### src/hw/rtl/lbf_pkg.sv
package lbf_pkg;

  localparam int DEFAULT_TABLE_DEPTH   = 256;
  localparam int PCT_MAX               = 100;
  localparam int FRAC_BITS             = 8;
  localparam int LEVEL_COUNT_RESET     = 255;
  localparam int DEFAULT_PERCENT_RESET = 100;
  localparam int LAST_LEVEL_RESET      = DEFAULT_PERCENT_RESET * LEVEL_COUNT_RESET / PCT_MAX;
  localparam int DIV_N_W               = 18;
  localparam int DIV_D_W               = 16;
  localparam int CFG_IDX_W             = 2;
  localparam logic [17:0] ELAPSED_MAX  = 18'h3FFFF;

  // x / 100 equals (x * 5243) >> 19 for every x below 43690, which covers
  // any percent times any level count.
  localparam int PCT_RECIP             = 5243;
  localparam int PCT_RECIP_SHIFT       = 19;

  typedef enum logic [2:0] {
    MODE_TICK      = 3'd0,
    MODE_FADE_PCT  = 3'd1,
    MODE_FADE_LAST = 3'd2,
    MODE_TBL_WRITE = 3'd3,
    MODE_DIRECT    = 3'd4
  } lbf_mode_t;

  typedef enum logic [CFG_IDX_W-1:0] {
    REG_LEVEL_COUNT     = 2'd0,
    REG_DEFAULT_PERCENT = 2'd1
  } lbf_reg_t;

  typedef enum logic [2:0] {
    DIV_INC,
    DIV_DELAY,
    DIV_STEP,
    DIV_REQPCT,
    DIV_LASTPCT
  } lbf_div_op_t;

  typedef enum logic {
    RD_LEVEL,
    RD_REQUEST
  } lbf_rd_sel_t;

  typedef enum logic [4:0] {
    S_IDLE,
    S_LAST_S,
    S_DISPATCH,
    S_FADE,
    S_FADE_RD,
    S_INC_W,
    S_DLY_S,
    S_DLY_W,
    S_TICK1,
    S_STEP_W,
    S_TICK2,
    S_END_RD,
    S_MULW,
    S_RPCT_S,
    S_RPCT_W,
    S_LPCT_S,
    S_LPCT_W,
    S_OUT
  } lbf_state_t;

  typedef struct packed {
    logic [2:0]  mode;
    logic        enable;
    logic [6:0]  percent;
    logic [15:0] steps_count;
    logic [15:0] duration_ms;
    logic [15:0] start_delay_ms;
    logic [7:0]  table_index;
    logic [7:0]  table_value;
    logic [7:0]  duty_value;
  } lbf_in_item_t;

  typedef struct packed {
    logic       duty_written;
    logic [7:0] duty;
    logic       is_fading;
    logic       is_active;
    logic [6:0] requested_percent;
    logic [6:0] last_percent;
  } lbf_out_item_t;

  typedef struct packed {
    logic        load_item;
    logic        div_start;
    lbf_div_op_t div_op;
    logic        last_reload;
    logic        last_from_req;
    logic        lvl_from_pct;
    logic        lvl_from_last;
    logic        tbl_write;
    logic        duty_direct;
    logic        elapsed_inc;
    logic        mem_rd;
    lbf_rd_sel_t rd_sel;
    logic        set_req;
    logic        fade_clear;
    logic        fade_setup1;
    logic        fade_setup2;
    logic        mul_load;
    logic        duty_step;
    logic        duty_end;
    logic        out_load;
  } lbf_cmd_t;

  typedef struct packed {
    logic [2:0] mode;
    logic       enable;
    logic       fade_active;
    logic       elapsed_le_delay;
    logic       step_ge_total;
    logic       step_ne_prev;
    logic       pct_zero;
    logic       req_nonzero;
    logic       lvl_eq_req;
    logic       target_eq_duty;
    logic       last_dirty;
    logic       div_done;
    logic       tidx_ok;
  } lbf_status_t;

endpackage

### src/hw/rtl/lbf_ifs.sv
interface lbf_req_if;
  logic                 valid;
  logic                 ready;
  lbf_pkg::lbf_in_item_t data;
  modport source(output valid, output data, input ready);
  modport sink(input valid, input data, output ready);
endinterface

interface lbf_rsp_if;
  logic                  valid;
  logic                  ready;
  lbf_pkg::lbf_out_item_t data;
  modport source(output valid, output data, input ready);
  modport sink(input valid, input data, output ready);
endinterface

### src/hw/rtl/led_brightness_fader_top.sv
// LED brightness fader.
// Requests arrive on the req channel (valid/ready); each accepted request
// gives exactly one result on the rsp channel, held in an output register
// until the receiver takes it. Mode selects a tick, a fade to a percent,
// a fade to the last brightness, a gamma table write or a direct duty.
// The block works on one request at a time. Divisions by a variable go
// through one shared radix-2 divider of 18 iterations; divisions by 100
// use a reciprocal multiplication. A register write marks the last level
// for reloading, which the next request does in state S_LAST_S at no extra
// cost. The next request is taken once the result has been accepted, so a
// stalled receiver holds off new requests without losing anything.
// Configuration writes use cfg_we, cfg_index and cfg_wdata; the user must
// make them only while idle; the block itself does not enforce this.
// Reset clears the fade state and restores the register defaults; the gamma
// table keeps no reset value and must be loaded before any fade reads it.
module led_brightness_fader_top #(
  parameter int TABLE_DEPTH = lbf_pkg::DEFAULT_TABLE_DEPTH
) (
  input  logic                          clk,
  input  logic                          rst,
  input  logic                          cfg_we,
  input  logic [lbf_pkg::CFG_IDX_W-1:0] cfg_index,
  input  logic [7:0]                    cfg_wdata,
  lbf_req_if.sink                       req,
  lbf_rsp_if.source                     rsp
);
  lbf_pkg::lbf_cmd_t    cmd;
  lbf_pkg::lbf_status_t status;

  lbf_ctrl u_ctrl (
    .clk       (clk),
    .rst       (rst),
    .req_valid (req.valid),
    .req_ready (req.ready),
    .out_valid (rsp.valid),
    .out_ready (rsp.ready),
    .status    (status),
    .cmd       (cmd)
  );

  lbf_dp #(
    .TABLE_DEPTH (TABLE_DEPTH)
  ) u_dp (
    .clk       (clk),
    .rst       (rst),
    .cfg_we    (cfg_we),
    .cfg_index (cfg_index),
    .cfg_wdata (cfg_wdata),
    .item_in   (req.data),
    .cmd       (cmd),
    .status    (status),
    .result    (rsp.data)
  );
endmodule

### src/hw/rtl/lbf_div.sv
module lbf_div (
  input  logic                        clk,
  input  logic                        rst,
  input  logic                        start,
  input  logic [lbf_pkg::DIV_N_W-1:0] dividend,
  input  logic [lbf_pkg::DIV_D_W-1:0] divisor,
  output logic [lbf_pkg::DIV_N_W-1:0] quotient,
  output logic                        done
);
  localparam int NW = lbf_pkg::DIV_N_W;
  localparam int DW = lbf_pkg::DIV_D_W;
  localparam int CW = $clog2(NW);

  logic          busy;
  logic [CW-1:0] cnt;
  logic [DW-1:0] rem;
  logic [DW-1:0] dvs;
  logic [DW:0]   rem_sh;
  logic [DW+1:0] trial;

  // Restoring division, one quotient bit per cycle.
  assign rem_sh = {rem, quotient[NW-1]};
  assign trial  = {1'b0, rem_sh} - {2'b00, dvs};

  always_ff @(posedge clk) begin
    if (rst) begin
      busy <= 1'b0;
      done <= 1'b0;
      cnt  <= '0;
    end else begin
      done <= 1'b0;
      if (start) begin
        busy <= 1'b1;
        cnt  <= '0;
      end else if (busy) begin
        cnt <= cnt + 1'b1;
        if (cnt == CW'(NW - 1)) begin
          busy <= 1'b0;
          done <= 1'b1;
        end
      end
    end
  end

  always_ff @(posedge clk) begin
    if (start) begin
      quotient <= dividend;
      rem      <= '0;
      dvs      <= divisor;
    end else if (busy) begin
      if (!trial[DW+1]) begin
        rem      <= trial[DW-1:0];
        quotient <= {quotient[NW-2:0], 1'b1};
      end else begin
        rem      <= rem_sh[DW-1:0];
        quotient <= {quotient[NW-2:0], 1'b0};
      end
    end
  end
endmodule

### src/hw/rtl/lbf_dp.sv
module lbf_dp #(
  parameter int TABLE_DEPTH = lbf_pkg::DEFAULT_TABLE_DEPTH
) (
  input  logic                            clk,
  input  logic                            rst,
  input  logic                            cfg_we,
  input  logic [lbf_pkg::CFG_IDX_W-1:0]   cfg_index,
  input  logic [7:0]                      cfg_wdata,
  input  lbf_pkg::lbf_in_item_t           item_in,
  input  lbf_pkg::lbf_cmd_t               cmd,
  output lbf_pkg::lbf_status_t            status,
  output lbf_pkg::lbf_out_item_t          result
);
  localparam int AW = (TABLE_DEPTH > 1) ? $clog2(TABLE_DEPTH) : 1;
  localparam int NW = lbf_pkg::DIV_N_W;
  localparam int DW = lbf_pkg::DIV_D_W;

  lbf_pkg::lbf_in_item_t item;
  lbf_pkg::lbf_div_op_t  op;

  logic [7:0]         level_count;
  logic [6:0]         default_percent;
  logic               last_dirty;
  logic [7:0]         last_level;
  logic [7:0]         requested_level;
  logic [7:0]         current_duty;
  logic [7:0]         start_duty;
  logic signed [16:0] step_increment;
  logic [15:0]        total_steps;
  logic [15:0]        previous_step;
  logic [15:0]        step_delay;
  logic [17:0]        elapsed_ticks;
  logic               fade_active;
  logic [15:0]        start_delay;
  logic [7:0]         lvl;
  logic [17:0]        step_q;
  logic signed [33:0] product;
  logic               diff_neg;
  logic               written;
  logic [6:0]         req_pct;
  logic [6:0]         last_pct;

  logic [7:0] mem [TABLE_DEPTH];
  logic [7:0] mem_q;

  logic [7:0]     lev_eff;
  logic [6:0]     pct_sat;
  logic [6:0]     dpct_sat;
  logic [15:0]    steps_eff;
  logic [7:0]     diff_mag;
  logic [14:0]    last_prod;
  logic [14:0]    lvl_prod;
  logic [26:0]    last_scaled;
  logic [26:0]    lvl_scaled;
  logic [7:0]     last_calc;
  logic [7:0]     lvl_calc;
  logic [NW-1:0]  div_n;
  logic [DW-1:0]  div_d;
  logic [NW-1:0]  div_q;
  logic           div_done;
  logic [AW-1:0]  rd_addr;
  logic signed [33:0] v;

  function automatic logic [AW-1:0] clamp_addr(input logic [7:0] x);
    if ({1'b0, x} >= 9'(TABLE_DEPTH)) return AW'(TABLE_DEPTH - 1);
    return x[AW-1:0];
  endfunction

  function automatic logic [6:0] sat_pct(input logic [NW-1:0] q);
    if (q > NW'(lbf_pkg::PCT_MAX)) return 7'(lbf_pkg::PCT_MAX);
    return q[6:0];
  endfunction

  assign lev_eff   = (level_count == 8'd0) ? 8'd1 : level_count;
  assign pct_sat   = (item.percent > 7'(lbf_pkg::PCT_MAX)) ? 7'(lbf_pkg::PCT_MAX) : item.percent;
  assign dpct_sat  = (default_percent > 7'(lbf_pkg::PCT_MAX)) ? 7'(lbf_pkg::PCT_MAX)
                                                                : default_percent;
  assign steps_eff = (item.steps_count == 16'd0) ? 16'd1 : item.steps_count;
  assign diff_mag  = (mem_q > current_duty) ? mem_q - current_duty : current_duty - mem_q;

  // Percent to level: the division by 100 is a multiplication by its reciprocal.
  assign last_prod   = 15'(dpct_sat) * 15'(lev_eff);
  assign lvl_prod    = 15'(pct_sat) * 15'(lev_eff);
  assign last_scaled = 27'(last_prod) * 27'(lbf_pkg::PCT_RECIP);
  assign lvl_scaled  = 27'(lvl_prod) * 27'(lbf_pkg::PCT_RECIP);
  assign last_calc   = last_scaled[lbf_pkg::PCT_RECIP_SHIFT +: 8];
  assign lvl_calc    = lvl_scaled[lbf_pkg::PCT_RECIP_SHIFT +: 8];

  always_comb begin
    div_n = '0;
    div_d = DW'(lbf_pkg::PCT_MAX);
    case (cmd.div_op)
      lbf_pkg::DIV_INC: begin
        div_n = NW'({diff_mag, 8'h00});
        div_d = steps_eff;
      end
      lbf_pkg::DIV_DELAY: begin
        div_n = NW'(item.duration_ms);
        div_d = steps_eff;
      end
      lbf_pkg::DIV_STEP: begin
        div_n = elapsed_ticks - {2'b00, start_delay};
        div_d = step_delay;
      end
      lbf_pkg::DIV_REQPCT: begin
        div_n = NW'(15'(requested_level) * 15'(lbf_pkg::PCT_MAX));
        div_d = DW'(lev_eff);
      end
      lbf_pkg::DIV_LASTPCT: begin
        div_n = NW'(15'(last_level) * 15'(lbf_pkg::PCT_MAX));
        div_d = DW'(lev_eff);
      end
      default: div_n = '0;
    endcase
  end

  lbf_div u_div (
    .clk      (clk),
    .rst      (rst),
    .start    (cmd.div_start),
    .dividend (div_n),
    .divisor  (div_d),
    .quotient (div_q),
    .done     (div_done)
  );

  assign rd_addr = (cmd.rd_sel == lbf_pkg::RD_REQUEST) ? clamp_addr(requested_level)
                                                       : clamp_addr(lvl);

  always_ff @(posedge clk) begin
    if (cmd.tbl_write) mem[item.table_index[AW-1:0]] <= item.table_value;
    if (cmd.mem_rd) mem_q <= mem[rd_addr];
  end

  assign v = 34'(signed'({18'd0, start_duty, 8'h00})) + product;

  always_ff @(posedge clk) begin
    if (rst) begin
      level_count     <= 8'(lbf_pkg::LEVEL_COUNT_RESET);
      default_percent <= 7'(lbf_pkg::DEFAULT_PERCENT_RESET);
      last_dirty      <= 1'b0;
      last_level      <= 8'(lbf_pkg::LAST_LEVEL_RESET);
      requested_level <= '0;
      current_duty    <= '0;
      start_duty      <= '0;
      step_increment  <= '0;
      total_steps     <= '0;
      previous_step   <= '0;
      step_delay      <= 16'd1;
      elapsed_ticks   <= '0;
      fade_active     <= 1'b0;
      start_delay     <= '0;
      written         <= 1'b0;
    end else begin
      if (cfg_we) begin
        if (cfg_index == lbf_pkg::REG_LEVEL_COUNT) begin
          level_count <= cfg_wdata;
          last_dirty  <= 1'b1;
        end else if (cfg_index == lbf_pkg::REG_DEFAULT_PERCENT) begin
          default_percent <= cfg_wdata[6:0];
          last_dirty      <= 1'b1;
        end
      end
      if (cmd.load_item) written <= 1'b0;
      if (cmd.last_reload) begin
        last_level <= last_calc;
        last_dirty <= 1'b0;
      end
      if (div_done) begin
        case (op)
          lbf_pkg::DIV_INC:
            step_increment <= diff_neg ? -signed'(div_q[16:0]) : signed'(div_q[16:0]);
          lbf_pkg::DIV_DELAY:
            step_delay <= (div_q == '0) ? 16'd1 : div_q[15:0];
          default: ;
        endcase
      end
      if (cmd.last_from_req) last_level <= requested_level;
      if (cmd.set_req) requested_level <= lvl;
      if (cmd.fade_clear) fade_active <= 1'b0;
      if (cmd.fade_setup1) begin
        total_steps <= steps_eff;
        start_duty  <= current_duty;
      end
      if (cmd.fade_setup2) begin
        previous_step <= '0;
        fade_active   <= 1'b1;
        start_delay   <= item.start_delay_ms;
        elapsed_ticks <= '0;
      end
      if (cmd.elapsed_inc && elapsed_ticks != lbf_pkg::ELAPSED_MAX)
        elapsed_ticks <= elapsed_ticks + 18'd1;
      if (cmd.duty_direct) begin
        current_duty <= item.duty_value;
        written      <= 1'b1;
      end
      if (cmd.duty_step) begin
        // A negative sum clamps to zero before the fraction is dropped.
        current_duty  <= v[33] ? 8'd0 : v[15:8];
        previous_step <= step_q[15:0];
        written       <= 1'b1;
      end
      if (cmd.duty_end) begin
        current_duty <= mem_q;
        fade_active  <= 1'b0;
        written      <= 1'b1;
      end
    end
  end

  always_ff @(posedge clk) begin
    if (cmd.load_item) item <= item_in;
    if (cmd.div_start) op <= cmd.div_op;
    if (cmd.lvl_from_pct) lvl <= lvl_calc;
    if (cmd.lvl_from_last) lvl <= last_level;
    if (cmd.fade_setup1) diff_neg <= (mem_q < current_duty);
    if (cmd.mul_load) product <= signed'({1'b0, step_q[15:0]}) * step_increment;
    if (div_done) begin
      case (op)
        lbf_pkg::DIV_STEP:    step_q   <= div_q;
        lbf_pkg::DIV_REQPCT:  req_pct  <= sat_pct(div_q);
        lbf_pkg::DIV_LASTPCT: last_pct <= sat_pct(div_q);
        default: ;
      endcase
    end
    if (cmd.out_load) begin
      result.duty_written      <= written;
      result.duty              <= current_duty;
      result.is_fading         <= fade_active;
      result.is_active         <= (requested_level != 8'd0) || fade_active;
      result.requested_percent <= req_pct;
      result.last_percent      <= last_pct;
    end
  end

  assign status.mode             = item.mode;
  assign status.enable           = item.enable;
  assign status.fade_active      = fade_active;
  assign status.elapsed_le_delay = elapsed_ticks <= {2'b00, start_delay};
  assign status.step_ge_total    = step_q >= {2'b00, total_steps};
  assign status.step_ne_prev     = step_q[15:0] != previous_step;
  assign status.pct_zero         = item.percent == 7'd0;
  assign status.req_nonzero      = requested_level != 8'd0;
  assign status.lvl_eq_req       = lvl == requested_level;
  assign status.target_eq_duty   = mem_q == current_duty;
  assign status.last_dirty       = last_dirty;
  assign status.div_done         = div_done;
  assign status.tidx_ok          = {1'b0, item.table_index} < 9'(TABLE_DEPTH);
endmodule

### src/hw/rtl/lbf_ctrl.sv
module lbf_ctrl (
  input  logic                 clk,
  input  logic                 rst,
  input  logic                 req_valid,
  output logic                 req_ready,
  output logic                 out_valid,
  input  logic                 out_ready,
  input  lbf_pkg::lbf_status_t status,
  output lbf_pkg::lbf_cmd_t    cmd
);
  lbf_pkg::lbf_state_t state, state_next;

  assign req_ready = (state == lbf_pkg::S_IDLE) && !out_valid;

  always_ff @(posedge clk) begin
    if (rst) begin
      state     <= lbf_pkg::S_IDLE;
      out_valid <= 1'b0;
    end else begin
      state <= state_next;
      if (cmd.out_load) out_valid <= 1'b1;
      else if (out_ready) out_valid <= 1'b0;
    end
  end

  always_comb begin
    state_next = state;
    case (state)
      lbf_pkg::S_IDLE:
        if (req_valid && req_ready) state_next = lbf_pkg::S_LAST_S;
      lbf_pkg::S_LAST_S:
        state_next = lbf_pkg::S_DISPATCH;
      lbf_pkg::S_DISPATCH: begin
        case (status.mode)
          lbf_pkg::MODE_TICK:
            state_next = (status.fade_active && status.enable) ? lbf_pkg::S_TICK1
                                                              : lbf_pkg::S_RPCT_S;
          lbf_pkg::MODE_FADE_PCT:
            state_next = lbf_pkg::S_FADE;
          lbf_pkg::MODE_FADE_LAST:
            state_next = (!status.req_nonzero && !status.fade_active) ? lbf_pkg::S_FADE
                                                                      : lbf_pkg::S_RPCT_S;
          default:
            state_next = lbf_pkg::S_RPCT_S;
        endcase
      end
      lbf_pkg::S_FADE:
        state_next = status.lvl_eq_req ? lbf_pkg::S_RPCT_S : lbf_pkg::S_FADE_RD;
      lbf_pkg::S_FADE_RD:
        state_next = status.target_eq_duty ? lbf_pkg::S_RPCT_S : lbf_pkg::S_INC_W;
      lbf_pkg::S_INC_W:
        if (status.div_done) state_next = lbf_pkg::S_DLY_S;
      lbf_pkg::S_DLY_S:
        state_next = lbf_pkg::S_DLY_W;
      lbf_pkg::S_DLY_W:
        if (status.div_done) state_next = lbf_pkg::S_RPCT_S;
      lbf_pkg::S_TICK1:
        state_next = status.elapsed_le_delay ? lbf_pkg::S_RPCT_S : lbf_pkg::S_STEP_W;
      lbf_pkg::S_STEP_W:
        if (status.div_done) state_next = lbf_pkg::S_TICK2;
      lbf_pkg::S_TICK2: begin
        if (status.step_ge_total) state_next = lbf_pkg::S_END_RD;
        else if (status.step_ne_prev) state_next = lbf_pkg::S_MULW;
        else state_next = lbf_pkg::S_RPCT_S;
      end
      lbf_pkg::S_END_RD: state_next = lbf_pkg::S_RPCT_S;
      lbf_pkg::S_MULW:   state_next = lbf_pkg::S_RPCT_S;
      lbf_pkg::S_RPCT_S: state_next = lbf_pkg::S_RPCT_W;
      lbf_pkg::S_RPCT_W:
        if (status.div_done) state_next = lbf_pkg::S_LPCT_S;
      lbf_pkg::S_LPCT_S: state_next = lbf_pkg::S_LPCT_W;
      lbf_pkg::S_LPCT_W:
        if (status.div_done) state_next = lbf_pkg::S_OUT;
      lbf_pkg::S_OUT:    state_next = lbf_pkg::S_IDLE;
      default:           state_next = lbf_pkg::S_IDLE;
    endcase
  end

  always_comb begin
    cmd        = '0;
    cmd.div_op = lbf_pkg::DIV_REQPCT;
    cmd.rd_sel = lbf_pkg::RD_LEVEL;
    case (state)
      lbf_pkg::S_IDLE:
        cmd.load_item = req_valid && req_ready;
      lbf_pkg::S_LAST_S:
        cmd.last_reload = status.last_dirty;
      lbf_pkg::S_DISPATCH: begin
        case (status.mode)
          lbf_pkg::MODE_TICK:
            cmd.elapsed_inc = status.fade_active && status.enable;
          lbf_pkg::MODE_FADE_PCT: begin
            cmd.lvl_from_pct  = 1'b1;
            cmd.last_from_req = status.pct_zero && status.req_nonzero;
          end
          lbf_pkg::MODE_FADE_LAST:
            cmd.lvl_from_last = !status.req_nonzero && !status.fade_active;
          lbf_pkg::MODE_TBL_WRITE:
            cmd.tbl_write = status.tidx_ok;
          lbf_pkg::MODE_DIRECT:
            cmd.duty_direct = 1'b1;
          default: ;
        endcase
      end
      lbf_pkg::S_FADE: begin
        cmd.set_req = !status.lvl_eq_req;
        cmd.mem_rd  = !status.lvl_eq_req;
        cmd.rd_sel  = lbf_pkg::RD_LEVEL;
      end
      lbf_pkg::S_FADE_RD: begin
        cmd.fade_clear  = status.target_eq_duty;
        cmd.fade_setup1 = !status.target_eq_duty;
        cmd.div_start   = !status.target_eq_duty;
        cmd.div_op      = lbf_pkg::DIV_INC;
      end
      lbf_pkg::S_DLY_S: begin
        cmd.div_start = 1'b1;
        cmd.div_op    = lbf_pkg::DIV_DELAY;
      end
      lbf_pkg::S_DLY_W:
        cmd.fade_setup2 = status.div_done;
      lbf_pkg::S_TICK1: begin
        cmd.div_start = !status.elapsed_le_delay;
        cmd.div_op    = lbf_pkg::DIV_STEP;
      end
      lbf_pkg::S_TICK2: begin
        cmd.mem_rd   = status.step_ge_total;
        cmd.rd_sel   = lbf_pkg::RD_REQUEST;
        cmd.mul_load = !status.step_ge_total && status.step_ne_prev;
      end
      lbf_pkg::S_END_RD: cmd.duty_end  = 1'b1;
      lbf_pkg::S_MULW:   cmd.duty_step = 1'b1;
      lbf_pkg::S_RPCT_S: begin
        cmd.div_start = 1'b1;
        cmd.div_op    = lbf_pkg::DIV_REQPCT;
      end
      lbf_pkg::S_LPCT_S: begin
        cmd.div_start = 1'b1;
        cmd.div_op    = lbf_pkg::DIV_LASTPCT;
      end
      lbf_pkg::S_OUT: cmd.out_load = 1'b1;
      default: ;
    endcase
  end

  // A new request is never taken while a result is still on offer.
  a_ready_excl: assert property (@(posedge clk) disable iff (rst)
    req_ready |-> !out_valid)
    else $error("request taken while result pending");

  a_out_load: assert property (@(posedge clk) disable iff (rst)
    cmd.out_load |=> out_valid)
    else $error("result register not marked valid");

  a_leave_idle: assert property (@(posedge clk) disable iff (rst)
    (req_valid && req_ready) |=> (state != lbf_pkg::S_IDLE))
    else $error("accepted request left controller idle");

  a_start_wait: assert property (@(posedge clk) disable iff (rst)
    cmd.div_start |=> !status.div_done)
    else $error("division finished without any iterations");
endmodule

### src/flat_wrapper.sv
// flat-port wrapper written by rule: the top's interface ports become plain ports
module led_brightness_fader_top_flat 
#(
  parameter int TABLE_DEPTH = lbf_pkg::DEFAULT_TABLE_DEPTH
)
  (clk, rst, cfg_we, cfg_index, cfg_wdata, req_valid, req_data, req_ready, rsp_valid, rsp_data, rsp_ready);
  lbf_req_if req_i ();
  lbf_rsp_if rsp_i ();
  input  logic clk;
  input  logic rst;
  input  logic cfg_we;
  input  logic [lbf_pkg::CFG_IDX_W-1:0] cfg_index;
  input  logic [7:0] cfg_wdata;
  input wire logic [$bits(req_i.valid)-1:0] req_valid;
  input wire logic [$bits(req_i.data)-1:0] req_data;
  output wire logic [$bits(req_i.ready)-1:0] req_ready;
  output wire logic [$bits(rsp_i.valid)-1:0] rsp_valid;
  output wire logic [$bits(rsp_i.data)-1:0] rsp_data;
  input wire logic [$bits(rsp_i.ready)-1:0] rsp_ready;
  assign req_i.valid = req_valid;
  assign req_i.data = req_data;
  assign req_ready = req_i.ready;
  assign rsp_valid = rsp_i.valid;
  assign rsp_data = rsp_i.data;
  assign rsp_i.ready = rsp_ready;
  led_brightness_fader_top #(.TABLE_DEPTH(TABLE_DEPTH)) u_core (.clk(clk), .rst(rst), .cfg_we(cfg_we), .cfg_index(cfg_index), .cfg_wdata(cfg_wdata), .req(req_i), .rsp(rsp_i));
endmodule
### config.mk
export PLATFORM = sky130hd
export DESIGN_NAME = led_brightness_fader_top_flat
export DESIGN_NICKNAME = d
export VERILOG_FILES = /design/src/hw/rtl/lbf_pkg.sv /design/src/hw/rtl/lbf_ifs.sv /design/src/hw/rtl/led_brightness_fader_top.sv /design/src/hw/rtl/lbf_div.sv /design/src/hw/rtl/lbf_dp.sv /design/src/hw/rtl/lbf_ctrl.sv /design/src/flat_wrapper.sv
export SDC_FILE = /design/constraint.sdc
export NUM_CORES = 2
export LEC_CHECK = 0
export BUFFER_PORTS_ARGS = -buffer_cell sky130_fd_sc_hd__buf_2
export CAP_MARGIN = 10
export CORE_MARGIN = 4
export CORE_UTILIZATION = 40
export CTS_BUF_LIST = sky130_fd_sc_hd__clkbuf_8
export DETAILED_ROUTE_END_ITERATION = 10
export GPL_TIMING_DRIVEN = 0
export HOLD_SLACK_MARGIN = 0.05
export SLEW_MARGIN = 20
export SYNTH_ARGS = -nofsm -noshare
export SYNTH_HDL_FRONTEND = slang
export SYNTH_SLANG_ARGS = --single-unit
### constraint.sdc
create_clock -name clk -period 15.4 [get_ports clk]
set_clock_uncertainty 0.1 [all_clocks]
set_input_delay 1.54 -clock clk [delete_from_list [all_inputs] [get_ports clk]]
set_output_delay 1.54 -clock clk [all_outputs]
set_load 0.005 [all_outputs]
==> flow_metrics.tcl <==
set metrics [dict create \
    ys_types 88 \
    number_of_enable_type_register_cells_in_the_synthesized_netlist 2268 \
    worst_hold_path_type "flop to flop" \
    dieWidth_um 554 \
    initial_utilization 0.402 \
    portion_of_the_post_synthesis_area_used_by_sequential_elements 0.601 \
    post_cts_setup_driven_buffer_insertion_count 0 \
    synth_fp_nets 10600 \
    mostFrequentLayoutCells "edfxtp_1 (2268), nand2_1 (1858), inv_1 (814)" \
    min_period_over_period 0.717 \
    critical_path.most_common_cell "fa_1" \
    cts-buffers-inserted 396 \
    syn-cell-area_um2 119000 \
    clock.fmax_mhz 90.5 \
    status "finished, final reports clean" \
    critPathCaptureType "flop" \
    measured_slew_at_the_worst_slew_check_pin_ns 1.33 \
    setup.worst_path.start_class "flop" \
    die_h_um 554 \
    globalRoute.totalOverflow 0 \
    finalWeightedCongestion 1.05 \
    grt_pass1_wl_um 645000 \
    drt.antenna.violating_nets 0 \
    critical_path_arrival_ns 11.79 \
    relSlewSlack 0.109 \
    highest_layer "met5" \
    layout_min_cycle_time_ns 11.05 \
    fp.coreArea_um2 297000 \
    wl_per_cell_um 32.5 \
    critPathMaxFanout 10 \
    met3WireLength_um 57000 \
    worst-setup-path-type "flop to flop" \
    layout.filler_cells 27100 \
    floorplan_die_area_um2 307000 \
    antenna_violations_before_repair 34 \
    vias 86000 \
    nets 11300 \
    totalWireLength_um 472000 \
    cp.required_ns 16.15 \
    post_cts_resize_count 0 \
    clk_path_buf_depth 4 \
    grt_start_max_net_pins 65 \
    max_cap_violations 0 \
    tns_ns 0 \
    final-seq-area_um2 71700 \
    yosysWarnings 0 \
    cts-root-buf "clkbuf_8" \
    detailedRoute.firstIterationViolations 13200 \
    vias_per_cell 5.92 \
    multi_input_area_um2 43200 \
    tritoncts "built" \
    grt_usage 0.299 \
    rows 200 \
    predominant_post_synthesis_flop_cell "edfxtp_1" \
    timing.critical_path.slowest_cell_delay_ns 0.79 \
    hpwl_detailed_um 350000 \
    drcViolationCount 0 \
    report.final.setup_viol 0 \
    final_max_slew_viol_count 0 \
    clock_tree.htree_level_count 5 \
    syn-instance-count 9606 \
    critical_path.slowest_cell "xnor2_1" \
    wl_met2_um 204000 \
    routedLengthMet1_um 173000 \
    portBuffers 123 \
    ios 125 \
    layout.cells.most_common "edfxtp_1" \
    mean_post_synth_cell_area_um2 12.4 \
    areaGrowthSynthToFinish_pct 13.1 \
    clkLatencyLatePin_ns 1.10 \
    cts.sinks 2446 \
    finalHoldViolations 0 \
    post_route_cells_drive_above_1_share 0.107 \
    grt_setup_unrepaired "no" \
    clk_pin_slew_worst_paths_ns 0.06 \
    yosys_register_bits 2446 \
    first_global_vias 82700 \
    drt_pass1_iterations 7 \
    cts_hold_buffers 0 \
    postSynth.asyncResetShare 0 \
]
[worst max-delay path, delay by kind of cell, from the launching register on]
family,cells,cell delay [ns]
buf+inv,6,0.74
flops,1,0.42
fa+ha+maj,10,4.55
xor+xnor,2,1.17
compound gates,11,2.90
simple gates,6,1.02
[final timing paths]
path                                                start                                endpoint  slack, ns  cells after the start
setup / recovery  u_core.u_dp.level_count[3]$_SDFFE_PP1P_  u_core.u_dp.last_level[7]$_SDFFE_PP1P_       4.35                     35
hold reg to reg         u_core.u_dp.last_pct[2]$_DFFE_PP_         u_core.u_dp.result[2]$_DFFE_PP_       0.32                      0
setup reg to reg  u_core.u_dp.level_count[3]$_SDFFE_PP1P_  u_core.u_dp.last_level[7]$_SDFFE_PP1P_       4.35                     35
hold / removal          u_core.u_dp.last_pct[2]$_DFFE_PP_         u_core.u_dp.result[2]$_DFFE_PP_       0.32                      0
[per-layer routing]
layer,vias up,track usage
met5,-,0.00281
met4,16,0.198
met3,1324,0.0845
met2,5893,0.447
met1,43000,0.381
li1,35700,-
[cells by family after synthesis]
group | after synthesis | synth area share
and+or+nand+nor | 3670 | 0.136
DFF | 2446 | 0.601
buffers and inverters | 1177 | 0.0390
AOI/OAI and AO/OA | 1011 | 0.0584
adders and majority gates | 926 | 0.122
muxes | 210 | 0.0312
xor gates and xnor gates | 166 | 0.0124
[synthesized netlist by cell type (125+ instances only)]
master / number / area share
ha_1: 525 / 0.055
mux4_2: 128 / 0.024
dfxtp_1: 178 / 0.030
a21oi_1: 213 / 0.0089
fa_1: 401 / 0.067
nand2_1: 1858 / 0.058
inv_1: 685 / 0.022
edfxtp_1: 2268 / 0.57
o21ai_0: 125 / 0.0052
a32oi_1: 152 / 0.011
clkbuf_1: 366 / 0.012
nand3_1: 673 / 0.028
and2_1: 213 / 0.011
nor2_1: 513 / 0.016
[metrics by stage]
stage               utilization  setup WS (ns)  instances  hold WS (ns)  cell area, µm²
CTS                       0.454           4.23      14500         0.317          135000
floorplan                     -           5.94       9606         0.300          119000
global placement          0.421           4.37      13700         0.304          125000
detailed placement        0.430           4.32      13800         0.305          128000
finish                    0.454           4.35      14500         0.317          135000
global route              0.454           3.74      14500         0.324          135000
[sequential cells by signal, indices dropped and copies added, names as in the netlist, 7 cells and up]
register / count
u_core.u_dp.current_duty: 8
u_core.u_dp.default_percent: 7
u_core.u_dp.elapsed_ticks: 18
u_core.u_dp.item: 79
u_core.u_dp.last_level: 8
u_core.u_dp.last_pct: 7
u_core.u_dp.level_count: 8
u_core.u_dp.lvl: 8
u_core.u_dp.mem: 2048
u_core.u_dp.mem_q: 8
u_core.u_dp.previous_step: 16
u_core.u_dp.product: 26
u_core.u_dp.req_pct: 7
u_core.u_dp.requested_level: 8
u_core.u_dp.result: 25
u_core.u_dp.start_delay: 16
u_core.u_dp.start_duty: 8
u_core.u_dp.step_delay: 16
u_core.u_dp.step_increment: 17
u_core.u_dp.step_q: 18
u_core.u_dp.total_steps: 16
u_core.u_dp.u_div.dvs: 16
u_core.u_dp.u_div.quotient: 18
u_core.u_dp.u_div.rem: 16
[layout make-up]
| cell class | count | area share |
|---|---|---|
| inverter | 687 | 0.0192 |
| tap | 3939 | 0.0365 |
| sequential | 2446 | 0.531 |
| clock buffer | 409 | 0.0417 |
| multi-input combinational | 5983 | 0.320 |
| buffer | 490 | 0.0159 |
| timing repair buffer | 266 | 0.0231 |
| antenna | 17 | 0.000315 |
| clock inverter | 289 | 0.0113 |
Power is left out: the tool's default activity adds up to more than one toggle a clock period on the data nets, which glitch-free logic cannot reach.
